File: config.mk
export PLATFORM = sky130hd
export DESIGN_NAME = cyrillic_vigenere_cipher_top
export DESIGN_NICKNAME = d
export VERILOG_FILES = /design/src/rtl/core/cvc_pkg.sv /design/src/rtl/core/cvc_front.sv /design/src/rtl/core/cvc_queue.sv /design/src/rtl/core/cvc_back.sv /design/src/rtl/core/cyrillic_vigenere_cipher_top.sv
export SDC_FILE = /design/constraint.sdc
export NUM_CORES = 1
export LEC_CHECK = 0
export BUFFER_PORTS_ARGS = -buffer_cell sky130_fd_sc_hd__clkbuf_2
export CELL_PAD_IN_SITES_DETAIL_PLACEMENT = 0
export CELL_PAD_IN_SITES_GLOBAL_PLACEMENT = 1
export CORE_MARGIN = 1.5
export CORE_UTILIZATION = 45
export DETAILED_ROUTE_END_ITERATION = 8
export HOLD_SLACK_MARGIN = 0.03
export PLACE_DENSITY = 0.74
export SLEW_MARGIN = 30
export SYNTH_ARGS = -nofsm -noshare
export SYNTH_HDL_FRONTEND = slang
export SYNTH_SLANG_ARGS = --single-unit
File: constraint.sdc
create_clock -name clk -period 14.4 [get_ports clk]
set_input_delay 2.16 -clock clk [delete_from_list [all_inputs] [get_ports clk]]
set_output_delay 2.16 -clock clk [all_outputs]
set_load 0.02 [all_outputs]
File: src/rtl/core/cvc_pkg.sv
// shared types and constants for the cyrillic vigenere cipher
package cvc_pkg;

	localparam int unsigned MAX_KEY_LETTERS = 40;
	localparam int unsigned ALPHABET_SIZE   = 33;
	localparam int unsigned LETTERS_PER_REG = 10;
	localparam int unsigned KEY_REGS        = 4;
	localparam int unsigned KEY_REG_W       = 60;
	localparam int unsigned LETTER_W        = 6;
	localparam int unsigned CHAR_W          = 16;
	localparam int unsigned CFG_DATA_W      = 60;

	localparam logic [CHAR_W-1:0] CP_UPPER_FIRST = 16'h0410;
	localparam logic [CHAR_W-1:0] CP_UPPER_LAST  = 16'h042F;
	localparam logic [CHAR_W-1:0] CP_LOWER_FIRST = 16'h0430;
	localparam logic [CHAR_W-1:0] CP_LOWER_LAST  = 16'h044F;
	localparam logic [CHAR_W-1:0] CP_UPPER_YO    = 16'h0401;
	localparam logic [CHAR_W-1:0] CP_LOWER_YO    = 16'h0451;
	localparam logic [CHAR_W-1:0] CASE_DISTANCE  = 16'd32;
	localparam logic [CHAR_W-1:0] YO_DISTANCE    = 16'd80;
	localparam logic [LETTER_W-1:0] YO_INDEX     = 6'd6;
	localparam logic [LETTER_W-1:0] ALPHA_N      = 6'd33;
	localparam logic [LETTER_W-1:0] MAX_LEN      = 6'd40;

	// configuration register indexes
	typedef enum logic [2:0] {
		CFG_DIRECTION = 3'd0,
		CFG_KEY_LEN   = 3'd1,
		CFG_KEY_A     = 3'd2,
		CFG_KEY_B     = 3'd3,
		CFG_KEY_C     = 3'd4,
		CFG_KEY_D     = 3'd5
	} cfg_index_t;

	// classified character passed from front to back
	typedef struct packed {
		logic                eot;
		logic                bad;
		logic                have;
		logic [LETTER_W-1:0] idx;
	} cvc_item_t;

endpackage

File: src/rtl/core/cvc_front.sv
// front part: folds case and maps a code point to an alphabet index
module cvc_front (
	input  logic                      direction,
	input  logic [cvc_pkg::CHAR_W-1:0] in_char,
	input  logic                      end_of_text,
	output cvc_pkg::cvc_item_t        item
);
	import cvc_pkg::*;

	logic [CHAR_W-1:0] up;
	logic [CHAR_W-1:0] off;
	logic              is_letter;

	// case folding, encrypt mode only
	always_comb begin
		up = in_char;
		if (!direction) begin
			if (in_char >= CP_LOWER_FIRST && in_char <= CP_LOWER_LAST) begin
				up = in_char - CASE_DISTANCE;
			end else if (in_char == CP_LOWER_YO) begin
				up = in_char - YO_DISTANCE;
			end
		end
	end

	// uppercase code point to index, yo sits after the sixth letter
	always_comb begin
		off       = up - CP_UPPER_FIRST;
		is_letter = 1'b0;
		item.idx  = '0;
		if (up == CP_UPPER_YO) begin
			is_letter = 1'b1;
			item.idx  = YO_INDEX;
		end else if (up >= CP_UPPER_FIRST && up <= CP_UPPER_LAST) begin
			is_letter = 1'b1;
			if (off[LETTER_W-1:0] < YO_INDEX) begin
				item.idx = off[LETTER_W-1:0];
			end else begin
				item.idx = off[LETTER_W-1:0] + 6'd1;
			end
		end
		item.have = is_letter;
		item.bad  = direction & ~is_letter;
		item.eot  = end_of_text;
	end

endmodule

File: src/rtl/core/cvc_queue.sv
// small fifo between front and back
module cvc_queue #(
	parameter int unsigned WIDTH = 9,
	parameter int unsigned DEPTH = 2
) (
	input  logic             clk,
	input  logic             arst_n,
	input  logic             push,
	input  logic [WIDTH-1:0] push_data,
	output logic             push_ready,
	input  logic             pop,
	output logic [WIDTH-1:0] pop_data,
	output logic             pop_valid
);
	localparam int unsigned PTR_W = (DEPTH > 1) ? $clog2(DEPTH) : 1;
	localparam int unsigned CNT_W = $clog2(DEPTH + 1);
	localparam logic [PTR_W-1:0] LAST_PTR = PTR_W'(DEPTH - 1);
	localparam logic [CNT_W-1:0] FULL_CNT = CNT_W'(DEPTH);

	logic [WIDTH-1:0] mem_q [DEPTH];
	logic [PTR_W-1:0] wr_ptr_q;
	logic [PTR_W-1:0] rd_ptr_q;
	logic [CNT_W-1:0] count_q;
	logic             do_push;
	logic             do_pop;

	assign push_ready = (count_q != FULL_CNT);
	assign pop_valid  = (count_q != '0);
	assign pop_data   = mem_q[rd_ptr_q];
	assign do_push    = push & push_ready;
	assign do_pop     = pop & pop_valid;

	// entry storage
	always_ff @(posedge clk) begin
		if (do_push) begin
			mem_q[wr_ptr_q] <= push_data;
		end
	end

	// pointers and fill count
	always_ff @(posedge clk or negedge arst_n) begin
		if (!arst_n) begin
			wr_ptr_q <= '0;
			rd_ptr_q <= '0;
			count_q  <= '0;
		end else begin
			if (do_push) begin
				wr_ptr_q <= (wr_ptr_q == LAST_PTR) ? '0 : wr_ptr_q + 1'b1;
			end
			if (do_pop) begin
				rd_ptr_q <= (rd_ptr_q == LAST_PTR) ? '0 : rd_ptr_q + 1'b1;
			end
			if (do_push && !do_pop) begin
				count_q <= count_q + 1'b1;
			end else if (!do_push && do_pop) begin
				count_q <= count_q - 1'b1;
			end
		end
	end

	assert property (@(posedge clk) disable iff (!arst_n) count_q <= FULL_CNT)
		else $error("queue fill count beyond depth");

endmodule

File: src/rtl/core/cvc_back.sv
// back part: key position tracking, modulo 33 shift and output register
module cvc_back (
	input  logic                           clk,
	input  logic                           arst_n,
	input  logic                           direction,
	input  logic [cvc_pkg::LETTER_W-1:0]   key_length,
	input  logic [cvc_pkg::KEY_REG_W-1:0]  key_regs [cvc_pkg::KEY_REGS],
	input  cvc_pkg::cvc_item_t             item,
	input  logic                           item_valid,
	output logic                           item_pop,
	output logic                           out_valid,
	input  logic                           out_ready,
	output logic [cvc_pkg::CHAR_W-1:0]     out_char,
	output logic                           kept,
	output logic                           bad_char,
	output logic                           end_of_result
);
	import cvc_pkg::*;

	logic [LETTER_W-1:0] pos_q;
	logic [1:0]          grp_q;
	logic [3:0]          sub_q;
	logic                out_valid_q;
	logic [CHAR_W-1:0]   out_char_q;
	logic                out_kept_q;
	logic                out_bad_q;
	logic                out_eot_q;

	logic [LETTER_W-1:0] len;
	logic [LETTER_W-1:0] pos_use;
	logic [1:0]          grp_use;
	logic [3:0]          sub_use;
	logic [LETTER_W-1:0] pos_nxt;
	logic [1:0]          grp_nxt;
	logic [3:0]          sub_nxt;
	logic [KEY_REG_W-1:0] key_word;
	logic [LETTER_W-1:0] letters [LETTERS_PER_REG];
	logic [LETTER_W-1:0] k6;
	logic [LETTER_W-1:0] k;
	logic [LETTER_W:0]   sum;
	logic [LETTER_W:0]   r7;
	logic [LETTER_W-1:0] r;
	logic [CHAR_W-1:0]   res_cp;

	assign item_pop = item_valid & (~out_valid_q | out_ready);

	// effective key length
	always_comb begin
		if (key_length == '0) begin
			len = 6'd1;
		end else if (key_length > MAX_LEN) begin
			len = MAX_LEN;
		end else begin
			len = key_length;
		end
	end

	// restart if the length shrank to or below the current position
	always_comb begin
		if (pos_q >= len) begin
			pos_use = '0;
			grp_use = '0;
			sub_use = '0;
		end else begin
			pos_use = pos_q;
			grp_use = grp_q;
			sub_use = sub_q;
		end
	end

	// key letter select, register then letter within it
	assign key_word = key_regs[grp_use];
	for (genvar g = 0; g < LETTERS_PER_REG; g++) begin : g_letters
		assign letters[g] = key_word[g*LETTER_W +: LETTER_W];
	end
	assign k6 = letters[sub_use];
	assign k  = (k6 >= ALPHA_N) ? k6 - ALPHA_N : k6;

	// modulo 33 add or subtract
	always_comb begin
		if (direction) begin
			sum = {1'b0, item.idx} + {1'b0, ALPHA_N} - {1'b0, k};
		end else begin
			sum = {1'b0, item.idx} + {1'b0, k};
		end
		r7 = (sum >= {1'b0, ALPHA_N}) ? sum - {1'b0, ALPHA_N} : sum;
		r  = r7[LETTER_W-1:0];
	end

	// index back to an uppercase code point
	always_comb begin
		if (r == YO_INDEX) begin
			res_cp = CP_UPPER_YO;
		end else if (r < YO_INDEX) begin
			res_cp = CP_UPPER_FIRST + {10'd0, r};
		end else begin
			res_cp = CP_UPPER_FIRST - 16'd1 + {10'd0, r};
		end
	end

	// next key position, group and letter counters step together
	always_comb begin
		pos_nxt = pos_q;
		grp_nxt = grp_q;
		sub_nxt = sub_q;
		if (item.have) begin
			if (pos_use + 6'd1 >= len) begin
				pos_nxt = '0;
				grp_nxt = '0;
				sub_nxt = '0;
			end else begin
				pos_nxt = pos_use + 6'd1;
				if (sub_use == 4'(LETTERS_PER_REG - 1)) begin
					grp_nxt = grp_use + 2'd1;
					sub_nxt = '0;
				end else begin
					grp_nxt = grp_use;
					sub_nxt = sub_use + 4'd1;
				end
			end
		end
		if (item.eot) begin
			pos_nxt = '0;
			grp_nxt = '0;
			sub_nxt = '0;
		end
	end

	// key position state and output valid
	always_ff @(posedge clk or negedge arst_n) begin
		if (!arst_n) begin
			pos_q       <= '0;
			grp_q       <= '0;
			sub_q       <= '0;
			out_valid_q <= 1'b0;
		end else begin
			if (item_pop) begin
				pos_q       <= pos_nxt;
				grp_q       <= grp_nxt;
				sub_q       <= sub_nxt;
				out_valid_q <= 1'b1;
			end else if (out_ready) begin
				out_valid_q <= 1'b0;
			end
		end
	end

	// output payload register
	always_ff @(posedge clk) begin
		if (item_pop) begin
			out_char_q <= item.have ? res_cp : '0;
			out_kept_q <= item.have;
			out_bad_q  <= item.bad;
			out_eot_q  <= item.eot;
		end
	end

	assign out_valid     = out_valid_q;
	assign out_char      = out_char_q;
	assign kept          = out_kept_q;
	assign bad_char      = out_bad_q;
	assign end_of_result = out_eot_q;

	assert property (@(posedge clk) disable iff (!arst_n)
		out_valid_q |-> !(out_kept_q && out_bad_q))
		else $error("result both kept and flagged bad");

	assert property (@(posedge clk) disable iff (!arst_n)
		out_valid_q && !out_kept_q |-> out_char_q == '0)
		else $error("dropped character carries a code point");

	assert property (@(posedge clk) disable iff (!arst_n)
		item_pop && item.eot |=> pos_q == '0 && grp_q == '0 && sub_q == '0)
		else $error("key position not cleared after end of text");

	assert property (@(posedge clk) disable iff (!arst_n)
		pos_q < MAX_LEN)
		else $error("key position out of range");

endmodule

File: src/rtl/core/cyrillic_vigenere_cipher_top.sv
// Vigenere cipher over the 33-letter Russian alphabet, one character per transaction.
//
// Input stream s_axis carries one code point in tdata and the end-of-message mark in
// tlast. Every input transaction gives exactly one output transaction on m_axis: tdata
// holds the resulting uppercase code point (zero when the character was dropped),
// tuser[0] says a letter was produced, tuser[1] flags a non-uppercase character in
// decrypt mode, tlast copies the input mark.
// The cfg channel writes direction, key length and the four packed key words; it is
// always ready and must be written only while no message is in flight; the block does
// not enforce this. The classifier writes the two-entry queue on input acceptance and
// the key shift unit then loads the output register from the queue.
// Throughput is one character per cycle while m_axis does not stall, set by the key
// position registers, which are updated once per character in the back part.
// When m_axis stalls, the output register holds and the queue absorbs up to two more
// characters before s_axis_tready drops.
// Reset clears the key position, the queue and the configuration to encrypt mode,
// key length one and all-zero key letters.
module cyrillic_vigenere_cipher_top (
	input  logic        clk,
	input  logic        arst_n,
	// input stream
	input  logic        s_axis_tvalid,
	output logic        s_axis_tready,
	input  logic [15:0] s_axis_tdata,  // [15:0] in_char
	input  logic        s_axis_tlast,  // end_of_text
	// output stream
	output logic        m_axis_tvalid,
	input  logic        m_axis_tready,
	output logic [15:0] m_axis_tdata,  // [15:0] out_char
	output logic [1:0]  m_axis_tuser,  // [0] kept, [1] bad_char
	output logic        m_axis_tlast,  // end_of_result
	// configuration writes
	input  logic        cfg_valid,
	output logic        cfg_ready,
	input  logic [2:0]  cfg_index,
	input  logic [59:0] cfg_data
);
	import cvc_pkg::*;

	localparam int unsigned QUEUE_DEPTH = 2;

	logic                 direction_q;
	logic [LETTER_W-1:0]  key_length_q;
	logic [KEY_REG_W-1:0] key_q [KEY_REGS];
	cvc_item_t            front_item;
	cvc_item_t            back_item;
	logic [$bits(cvc_item_t)-1:0] queue_out;
	logic                 queue_ready;
	logic                 queue_valid;
	logic                 back_pop;
	logic                 cfg_we;

	assign cfg_ready = 1'b1;
	assign cfg_we    = cfg_valid & cfg_ready;

	// configuration registers
	always_ff @(posedge clk or negedge arst_n) begin
		if (!arst_n) begin
			direction_q  <= 1'b0;
			key_length_q <= 6'd1;
			for (int i = 0; i < KEY_REGS; i++) begin
				key_q[i] <= '0;
			end
		end else if (cfg_we) begin
			case (cfg_index)
				CFG_DIRECTION: direction_q  <= cfg_data[0];
				CFG_KEY_LEN:   key_length_q <= cfg_data[LETTER_W-1:0];
				CFG_KEY_A:     key_q[0]     <= cfg_data;
				CFG_KEY_B:     key_q[1]     <= cfg_data;
				CFG_KEY_C:     key_q[2]     <= cfg_data;
				CFG_KEY_D:     key_q[3]     <= cfg_data;
				default: ;
			endcase
		end
	end

	cvc_front u_front (
		.direction   (direction_q),
		.in_char     (s_axis_tdata),
		.end_of_text (s_axis_tlast),
		.item        (front_item)
	);

	cvc_queue #(
		.WIDTH ($bits(cvc_item_t)),
		.DEPTH (QUEUE_DEPTH)
	) u_queue (
		.clk        (clk),
		.arst_n     (arst_n),
		.push       (s_axis_tvalid),
		.push_data  (front_item),
		.push_ready (queue_ready),
		.pop        (back_pop),
		.pop_data   (queue_out),
		.pop_valid  (queue_valid)
	);

	assign s_axis_tready = queue_ready;
	assign back_item     = cvc_item_t'(queue_out);

	cvc_back u_back (
		.clk           (clk),
		.arst_n        (arst_n),
		.direction     (direction_q),
		.key_length    (key_length_q),
		.key_regs      (key_q),
		.item          (back_item),
		.item_valid    (queue_valid),
		.item_pop      (back_pop),
		.out_valid     (m_axis_tvalid),
		.out_ready     (m_axis_tready),
		.out_char      (m_axis_tdata),
		.kept          (m_axis_tuser[0]),
		.bad_char      (m_axis_tuser[1]),
		.end_of_result (m_axis_tlast)
	);

endmodule

After elaboration in Yosys (flattened, before gate mapping)
Memories as Yosys holds them, arrays and structs flattened.
Index checks and enable logic that the tools add are counted.

storage, ports and cells
  bits in registers = 283
  bits in writable memories = 18
  bits of input ports = 85
  output and inout port bits = 22
  logic and storage cells = 133
  memories = 1

cells by class
  add/sub/neg operators = 18
  $lt $le $gt $ge = 13
  equality and inequality tests = 10
  muxes and demuxes = 43
  bitwise logic cells = 10
  reductions and logical operators = 20

memories
  name           words  width  read ports  clocked after memory_dff  write ports  line             source
  u_queue.mem_q  2      9      1           0                         1            cvc_queue.sv:20  logic [WIDTH-1:0] mem_q [DEPTH];

operators with widths
  operator                                                                       number
  60-bit binary-select mux with 2-bit select                                     1
  60-bit 2-to-1 mux                                                              2
  6-bit 2-to-1 mux                                                               13
  16-bit 2-to-1 mux                                                              3
  16-bit by 11-bit == test with 1-bit output (second input constant)             2
  16-bit by 11-bit >= comparator with 1-bit output (second input constant)       2
  16-bit by 11-bit <= comparator with 1-bit output (second input constant)       2
  11-bit by 6-bit adder with 12-bit output (first input constant)                2
  6-bit binary-select mux with 4-bit select                                      1
  4-bit 2-to-1 mux                                                               5
  16-bit by 6-bit subtractor with 16-bit output (second input constant)          1
  16-bit by 7-bit subtractor with 16-bit output (second input constant)          1
  2-bit 2-to-1 mux                                                               7
  2-bit AND reduction                                                            7
  6-bit by 1-bit adder with 6-bit output (second input constant)                 2
  6-bit >= comparator                                                            2
  6-bit by 3-bit less-than comparator with 1-bit output (second input constant)  2
  12-bit 2-to-1 mux                                                              1
  6-bit subtractor (second input constant)                                       2
  11-bit 2-to-1 mux                                                              1
  1-bit 2-to-1 mux                                                               8
  2-bit nonzero test                                                             4
  6-bit by 6-bit adder with 7-bit output                                         1
  6-bit by 6-bit adder with 7-bit output (second input constant)                 1
  other kinds (28)                                                               41

Depth between registers and ports, before layout
  depth in word-level cells = 21
  depth in mapped cells = 37
  mapped depth without buffers = 35

Hierarchy
From an unflattened synthesis, not the netlist that was laid out.

second synthesis, totals
  cells, all modules = 1,276
  area, all modules = 16,393.2 µm²

modules (own cells, without submodules)
  module                        times used  cells an instance  area each (µm²)  sequential area each (µm²)
  cyrillic_vigenere_cipher_top  1           529                9,646.8          6,182.2
  cvc_back                      1           595                5,124.9          655.6
  cvc_queue                     1           46                 860.8            640.6
  cvc_front                     1           106                760.7            0.0

Least setup slack after synthesis
Ideal clock, no wire load.

  kind = flip-flop to flip-flop
  from = register key_length_q[4]
  to = register u_back.out_char_q[0] (netlist: u_back.out_char[0]), data pin
  setup time = 0.268 ns
  data arrival time = 6.342 ns
  data required time = 14.132 ns
  slack = 7.791 ns
  stages on the path, launching flop included = 35
  buffers on the path = 3
  clock period less this slack = 6.609 ns
  cells stage by stage = dfrtp_1 -> o21ai_0 -> a22o_1 -> ha_1 -> nand2b_1 -> a21oi_4 -> o21ai_2 -> inv_2 -> buf_4 -> buf_2 -> a21oi_1 -> a21oi_1 -> o22ai_1 -> a211oi_1 -> nor2_1 -> ha_1 -> nor2b_1 -> and3_4 -> a21oi_4 -> mux2i_1 -> ha_1 -> ha_1 -> inv_1 -> fa_1 -> nor2b_1 -> o21ai_0 -> a21oi_1 -> a311oi_1 -> nand2_1 -> mux2_2 -> a311o_1 -> or2_1 -> buf_2 -> xor2_1 -> a21oi_1

on the way
  longest elaborated chain between the ends = 21
  elaborated cells on any way between the ends = 30
  those cells by class = add/sub (6); order compare (5); eq/ne (1); mux (15); bitwise (2); reduce/logical (1)

ends and longest elaborated chain
  item                                                                                                          line                                source
  from (decl)                                                                                                   cyrillic_vigenere_cipher_top.sv:43  logic [LETTER_W-1:0] key_length_q;
  from (signal assigned)                                                                                        cyrillic_vigenere_cipher_top.sv:67  CFG_KEY_LEN: key_length_q <= cfg_data[LETTER_W-1:0];
  6-bit greater-than comparator                                                                                 cvc_back.sv:51                      end else if (key_length > MAX_LEN) begin
  6-bit 2-to-1 mux                                                                                              cvc_back.sv:51
  6-bit 2-to-1 mux *                                                                                            cvc_back.sv:49                      if (key_length == '0) begin
  6-bit >= comparator *                                                                                         cvc_back.sv:60                      if (pos_q >= len) begin
  2-bit 2-to-1 mux                                                                                              cvc_back.sv:60
  2-bit inverter with 3-bit output (not written as such)                                                        cvc_back.sv:72                      assign key_word = key_regs[grp_use];
  60-bit binary-select mux with 2-bit select                                                                    cvc_back.sv:72
  60-bit 2-to-1 mux (not written as such) (2 in series)                                                         cvc_back.sv:72
  [... 4 more ...]                                                                                              --
  6-bit 2-to-1 mux *                                                                                            cvc_back.sv:77                      assign k = (k6 >= ALPHA_N) ? k6 - ALPHA_N : k6;
  7-bit by 6-bit subtractor with 7-bit output / 6-bit by 6-bit adder with 7-bit output (equally long branches)  cvc_back.sv:82, cvc_back.sv:84
  7-bit 2-to-1 mux *                                                                                            cvc_back.sv:81                      if (direction) begin
  6-bit subtractor / 7-bit by 6-bit >= comparator with 1-bit output (equally long branches)                     cvc_back.sv:86                      r7 = (sum >= {1'b0, ALPHA_N}) ? sum - {1'b0, ALPHA_N} : sum;
  6-bit 2-to-1 mux *                                                                                            cvc_back.sv:86
  11-bit by 6-bit adder with 12-bit output (tied with other cells)                                              cvc_back.sv:97                      res_cp = CP_UPPER_FIRST - 16'd1 + {10'd0, r};
  12-bit 2-to-1 mux                                                                                             cvc_back.sv:94                      end else if (r < YO_INDEX) begin
  11-bit 2-to-1 mux *                                                                                           cvc_back.sv:92                      if (r == YO_INDEX) begin
  to (signal assigned)                                                                                          cvc_back.sv:151                     out_char_q <= item.have ? res_cp : '0;
  to (decl)                                                                                                     cvc_back.sv:24                      logic [CHAR_W-1:0] out_char_q;

Every way passes the cells marked *; elsewhere a longest branch is shown, timed or not. The select of a mux whose other input is x is not followed.
A chain may end at the register's enable or synchronous reset.

Final worst setup path
  from = register key_length_q[5]
  to = register u_back.out_char_q[0] (netlist: u_back.out_char[0]), data pin

Same word-level chain as after synthesis.

==> results summary <==
The flow ran to the end, and the final reports show no timing, DRC or antenna violations. The post-synthesis cell type with the largest combined area is sky130_fd_sc_hd__dfrtp_1. STA classifies the critical path startpoint as a flip-flop. After global routing the overflow that remains totals 0.

The cell area after synthesis came out at 15,810 um2. The fraction of power consumed by sequential logic is 0.308. Across the VDD grid, the largest voltage drop is 0.1503 mV. The share of the cycle needed by the critical path after routing came out at 0.5512. In this run the critical register-to-register path is captured at u_back.out_char[0]. The switching fraction of total power is 0.3837. The cell sitting at the root of the clock tree is a sky130_fd_sc_hd__clkbuf_16.

The number of vias per cell came out at 5.735. For this configuration, the core starts out at a cell density of 0.4575. The largest net degree at the start of global routing came out at 157. The number of antenna-violating nets in the routed design came out at 0. Post-CTS repair changed the size of 0 cells. No sink is reached through more buffers than the 3 on the longest clock path.

The sum of net half-perimeters after detailed placement is 26,690 um. The number of cells after detailed placement came out at 1,823. The share of total power in the clock network is 0.226. Measured along the x axis, the die boundary spans 190.4 um. The largest delay contributor family on the critical path is compound AO/OA/AOI/OAI gates.

The finished layout holds 1,884 standard cells, fillers aside. The placer congestion estimate is 0.8691. Tracing the worst setup path back leads to its startpoint at key_length_q[5]. The via count of the first global-routing pass came to 10,820. The worst clock skew came out at 0.01668 ns. The count of yosys warnings during synthesis came out at 0. The worst setup path is captured at a flip-flop. The layout overhead on the synthesized area is 12.54%. The post-synthesis cell count came out at 1,327. Clock tree synthesis inserted a total of 34 buffers.

The first-iteration detailed-routing DRC count is 620. The global-route total usage across every layer is 0.2246. The share of the Yosys chip area taken by registers is 0.4732. The post-CTS setup repair buffer count came out at 0. The class of the most critical setup path is reg -> reg. The number of sinks driven by the clock tree came out at 293. The depth of the worst register-to-register path came out at 31. The count of buffers added on input and output ports is 97.

The number of fill cells in the layout is 3,099. Among all flip-flop cells after synthesis, the most frequent one is sky130_fd_sc_hd__dfrtp_1. The met2 routing resource usage after global routing is 0.3520. The area fraction of the dominant cell type after synthesis came out at 0.4164.

The slew of the pin with the lowest slew margin came out at 0.9649 ns. The die covers 36,260 um2. The overall power came out at 3744 uW. The cell-internal power came out at 2308 uW.

Following the worst setup path forward leads to its endpoint at u_back.out_char[0]. The biggest fanout along the worst timing path is 18. The routed length per placed instance is 21.19 um. The number of antenna diodes in the final layout is 0. The logic gate share of total power came out at 0.466. The cts-stage hold buffer count is 0. The height of the die came out at 190.4 um. The number of nets in the layout came out at 1,545. The detailed-router iteration count before antenna repair came out at 5. The number of cells on the critical path came out at 31. The setup slack of the most critical reg-to-reg path came out at 6.46 ns.

In this run, synthesis produced a sequential element count of 293. The wire length of the first global-routing pass is 63,120 um. The critical path required time came out at 14.63 ns.

In the final timing run, aggregate negative setup slack is 0 ns. For this design the total switching power over the nets is 1436 uW. The total via count after detailed routing is 10,810.

The global routing usage on met1 is 0.3290. For this run, asynchronously set or reset flops after synthesis account for 0.9010. The number of buffers and inverters on the critical path came out at 4.

The critical path data arrival time came out at 8.17 ns. The standard cell core area is 34,540 um2. The total number of H-tree levels is 2. The ratio of cells with drive above 1 in the final layout is 0.3331.

The DRC violation count after routing came out at 0. The largest incremental delay on the critical path is 0.79 ns. The tool flagged a number of max-cap violations equal to 0. Setup repair after global routing left no endpoint under its margin. The launch instance of the worst register-to-register path is key_length_q[5]. The most congested layer reported by global routing is met2.

The max-slew violation total from the final report came out at 0. The netlist uses 89 different library cells. The number of antenna violations at the first check in global routing came out at 1. The worst hold slack is 0.4946 ns. Setup violations remaining at the end of the flow were counted as 0. In this run the count of I/O pins placed on the die edge is 107.

The total leakage power is 0.007570 uW. The final wirelength is 39,930 um. The final number of hold-violating endpoints came to 0. The count of standard-cell rows came out at 68. The maximum clock frequency is 126.0 MHz. The headroom to the max-slew limit is 0.3567. The path class of the tightest hold or removal check is reg -> reg. After clock tree synthesis, the clock-pin slew on the worst setup and hold paths is 0.06 ns. The time the worst path needs with I/O delays and setup is 7.937 ns. The average instance in the mapped netlist occupies 11.91 um2. For this run, global-route usage on met3 was measured as 0.03055. Counting flops with a built-in enable in the synthesized netlist gives 29. Sorting the synthesized cells by area gives the leading types as sky130_fd_sc_hd__dfrtp_1 (42%), sky130_fd_sc_hd__mux2_2 (19%), sky130_fd_sc_hd__edfxtp_1 (5.5%), sky130_fd_sc_hd__ha_1 (4.2%), sky130_fd_sc_hd__mux2i_1 (3.0%).

The cell with the biggest individual delay on the critical path is sky130_fd_sc_hd__o21ai_2. The CTS tree is built. The clock insertion delay at the later pin of the skew report is 0.52 ns. The power density relative to cell area came out at 210.5 nW/um2.
-- registers in the layout, summed over array words and instances, names as in the netlist --
signal,flops
u_queue.rd_ptr_q,1
u_queue.wr_ptr_q,1
u_back.kept,1
u_back.sub_q,4
key_length_q,6
key_q,240
u_back.out_char,8
u_back.grp_q,2
u_back.bad_char,1
u_back.pos_q,6
u_queue.count_q,2
u_queue.mem_q,18
u_back.end_of_result,1
direction_q,1
u_back.out_valid,1
-- synthesized netlist by cell type (11+ instances only) --
library cell               instances
sky130_fd_sc_hd__buf_2            21
sky130_fd_sc_hd__nand2b_1         12
sky130_fd_sc_hd__nor3_1           21
sky130_fd_sc_hd__o21ai_0          47
sky130_fd_sc_hd__ha_1             53
sky130_fd_sc_hd__mux2i_1          47
sky130_fd_sc_hd__nand2_1         100
sky130_fd_sc_hd__dfrtp_1         263
sky130_fd_sc_hd__a211oi_1         11
sky130_fd_sc_hd__edfxtp_1         29
sky130_fd_sc_hd__nor2_1           42
sky130_fd_sc_hd__nand3_1          20
sky130_fd_sc_hd__mux2_2          263
sky130_fd_sc_hd__xnor2_1          20
sky130_fd_sc_hd__clkbuf_1         35
sky130_fd_sc_hd__buf_4            14
sky130_fd_sc_hd__a21oi_1          56
sky130_fd_sc_hd__inv_1            39
sky130_fd_sc_hd__mux4_2           13
-- layout by cell type (no fill, tap or decap), types with 5 or more instances in the layout --
cell	n
sky130_fd_sc_hd__o21a_1	9
sky130_fd_sc_hd__nand2_1	100
sky130_fd_sc_hd__a31oi_1	6
sky130_fd_sc_hd__o21ai_0	47
sky130_fd_sc_hd__xnor2_1	20
sky130_fd_sc_hd__o211ai_1	7
sky130_fd_sc_hd__a211oi_1	11
sky130_fd_sc_hd__nor3_1	20
sky130_fd_sc_hd__nor2_1	42
sky130_fd_sc_hd__nor4_1	9
sky130_fd_sc_hd__edfxtp_1	29
sky130_fd_sc_hd__buf_4	16
sky130_fd_sc_hd__mux4_2	13
sky130_fd_sc_hd__a2111oi_0	7
sky130_fd_sc_hd__nor2b_1	8
sky130_fd_sc_hd__clkbuf_2	96
sky130_fd_sc_hd__o31ai_1	9
sky130_fd_sc_hd__ha_1	53
sky130_fd_sc_hd__mux2i_1	47
sky130_fd_sc_hd__a22o_1	5
sky130_fd_sc_hd__clkbuf_8	5
sky130_fd_sc_hd__nand2b_1	12
sky130_fd_sc_hd__clkbuf_1	10
sky130_fd_sc_hd__dfrtp_1	262
sky130_fd_sc_hd__conb_1	9
sky130_fd_sc_hd__and2_1	8
sky130_fd_sc_hd__mux2_2	263
sky130_fd_sc_hd__a21o_1	8
sky130_fd_sc_hd__nand3_1	20
sky130_fd_sc_hd__inv_1	39
sky130_fd_sc_hd__o211a_1	5
sky130_fd_sc_hd__a21oi_1	56
sky130_fd_sc_hd__nand4_1	6
sky130_fd_sc_hd__a221oi_1	8
sky130_fd_sc_hd__clkbuf_16	35
sky130_fd_sc_hd__xor2_1	7
-- kinds of logic after synthesis --
kind of cell	count (synthesis)	share of synthesized area
fa+ha+maj	55	0.04449
flops	293	0.4732
buf+inv	122	0.03547
compound gates	244	0.1133
mux	325	0.2371
simple gates	259	0.08106
other cells	2	0.0004752
xor+xnor	27	0.01496
-- layout make-up --
class | instances | area, um2 | share of cell area
Sequential cell | 293 | 7480 | 0.4205
Timing Repair Buffer | 116 | 654.4 | 0.03679
Multi-Input combinational cell | 919 | 7826 | 0.4400
Tap cell | 455 | 569.3 | 0.03201
Inverter | 41 | 153.9 | 0.008652
Clock inverter | 10 | 121.4 | 0.006823
Clock buffer | 50 | 982.2 | 0.05522
-- stage by stage --
stage                       util  worst slack [ns]  instance area [um2]
after global routing      0.5149             5.680                17790
after global placement    0.4825             6.730                16670
after CTS                 0.5146             6.481                17780
final                     0.5149             6.463                17790
after floorplan                -             7.791                15830
after detailed placement  0.4827             6.536                16670
-- per-layer routing --
layer,vias up,wire length [um],part of all wire
met5,-,0,0
met4,0,731,0.018
met3,47,1750,0.044
met2,234,18160,0.45
met1,5498,19290,0.48
li1,5026,-,-
-- worst min-delay path by stage --
stage / start / to / slack, ns / cells after the start
3_5_place_dp: u_queue.wr_ptr_q / u_queue.wr_ptr_q / 0.48 / 1
3_3_place_gp: key_q[40] / key_q[40] / 0.48 / 1
6_report: u_queue.wr_ptr_q / u_queue.wr_ptr_q / 0.49 / 1
5_1_grt: u_queue.wr_ptr_q / u_queue.wr_ptr_q / 0.50 / 1
2_1_floorplan: u_queue.wr_ptr_q / u_queue.wr_ptr_q / 0.46 / 1
4_1_cts: u_queue.wr_ptr_q / u_queue.wr_ptr_q / 0.49 / 1
-- power by group through the flow --
stage | Sequential [uW] | Combinational (uW) | Clock [uW]
2_1_floorplan | 1150 | 1350 | 0
3_3_place_gp | 1160 | 1720 | 0
3_5_place_dp | 1170 | 1730 | 0
4_1_cts | 1150 | 1740 | 865
5_1_grt | 1180 | 1940 | 901
6_report | 1150 | 1740 | 846
No activity file was read; power rests on OpenSTA's default activity.
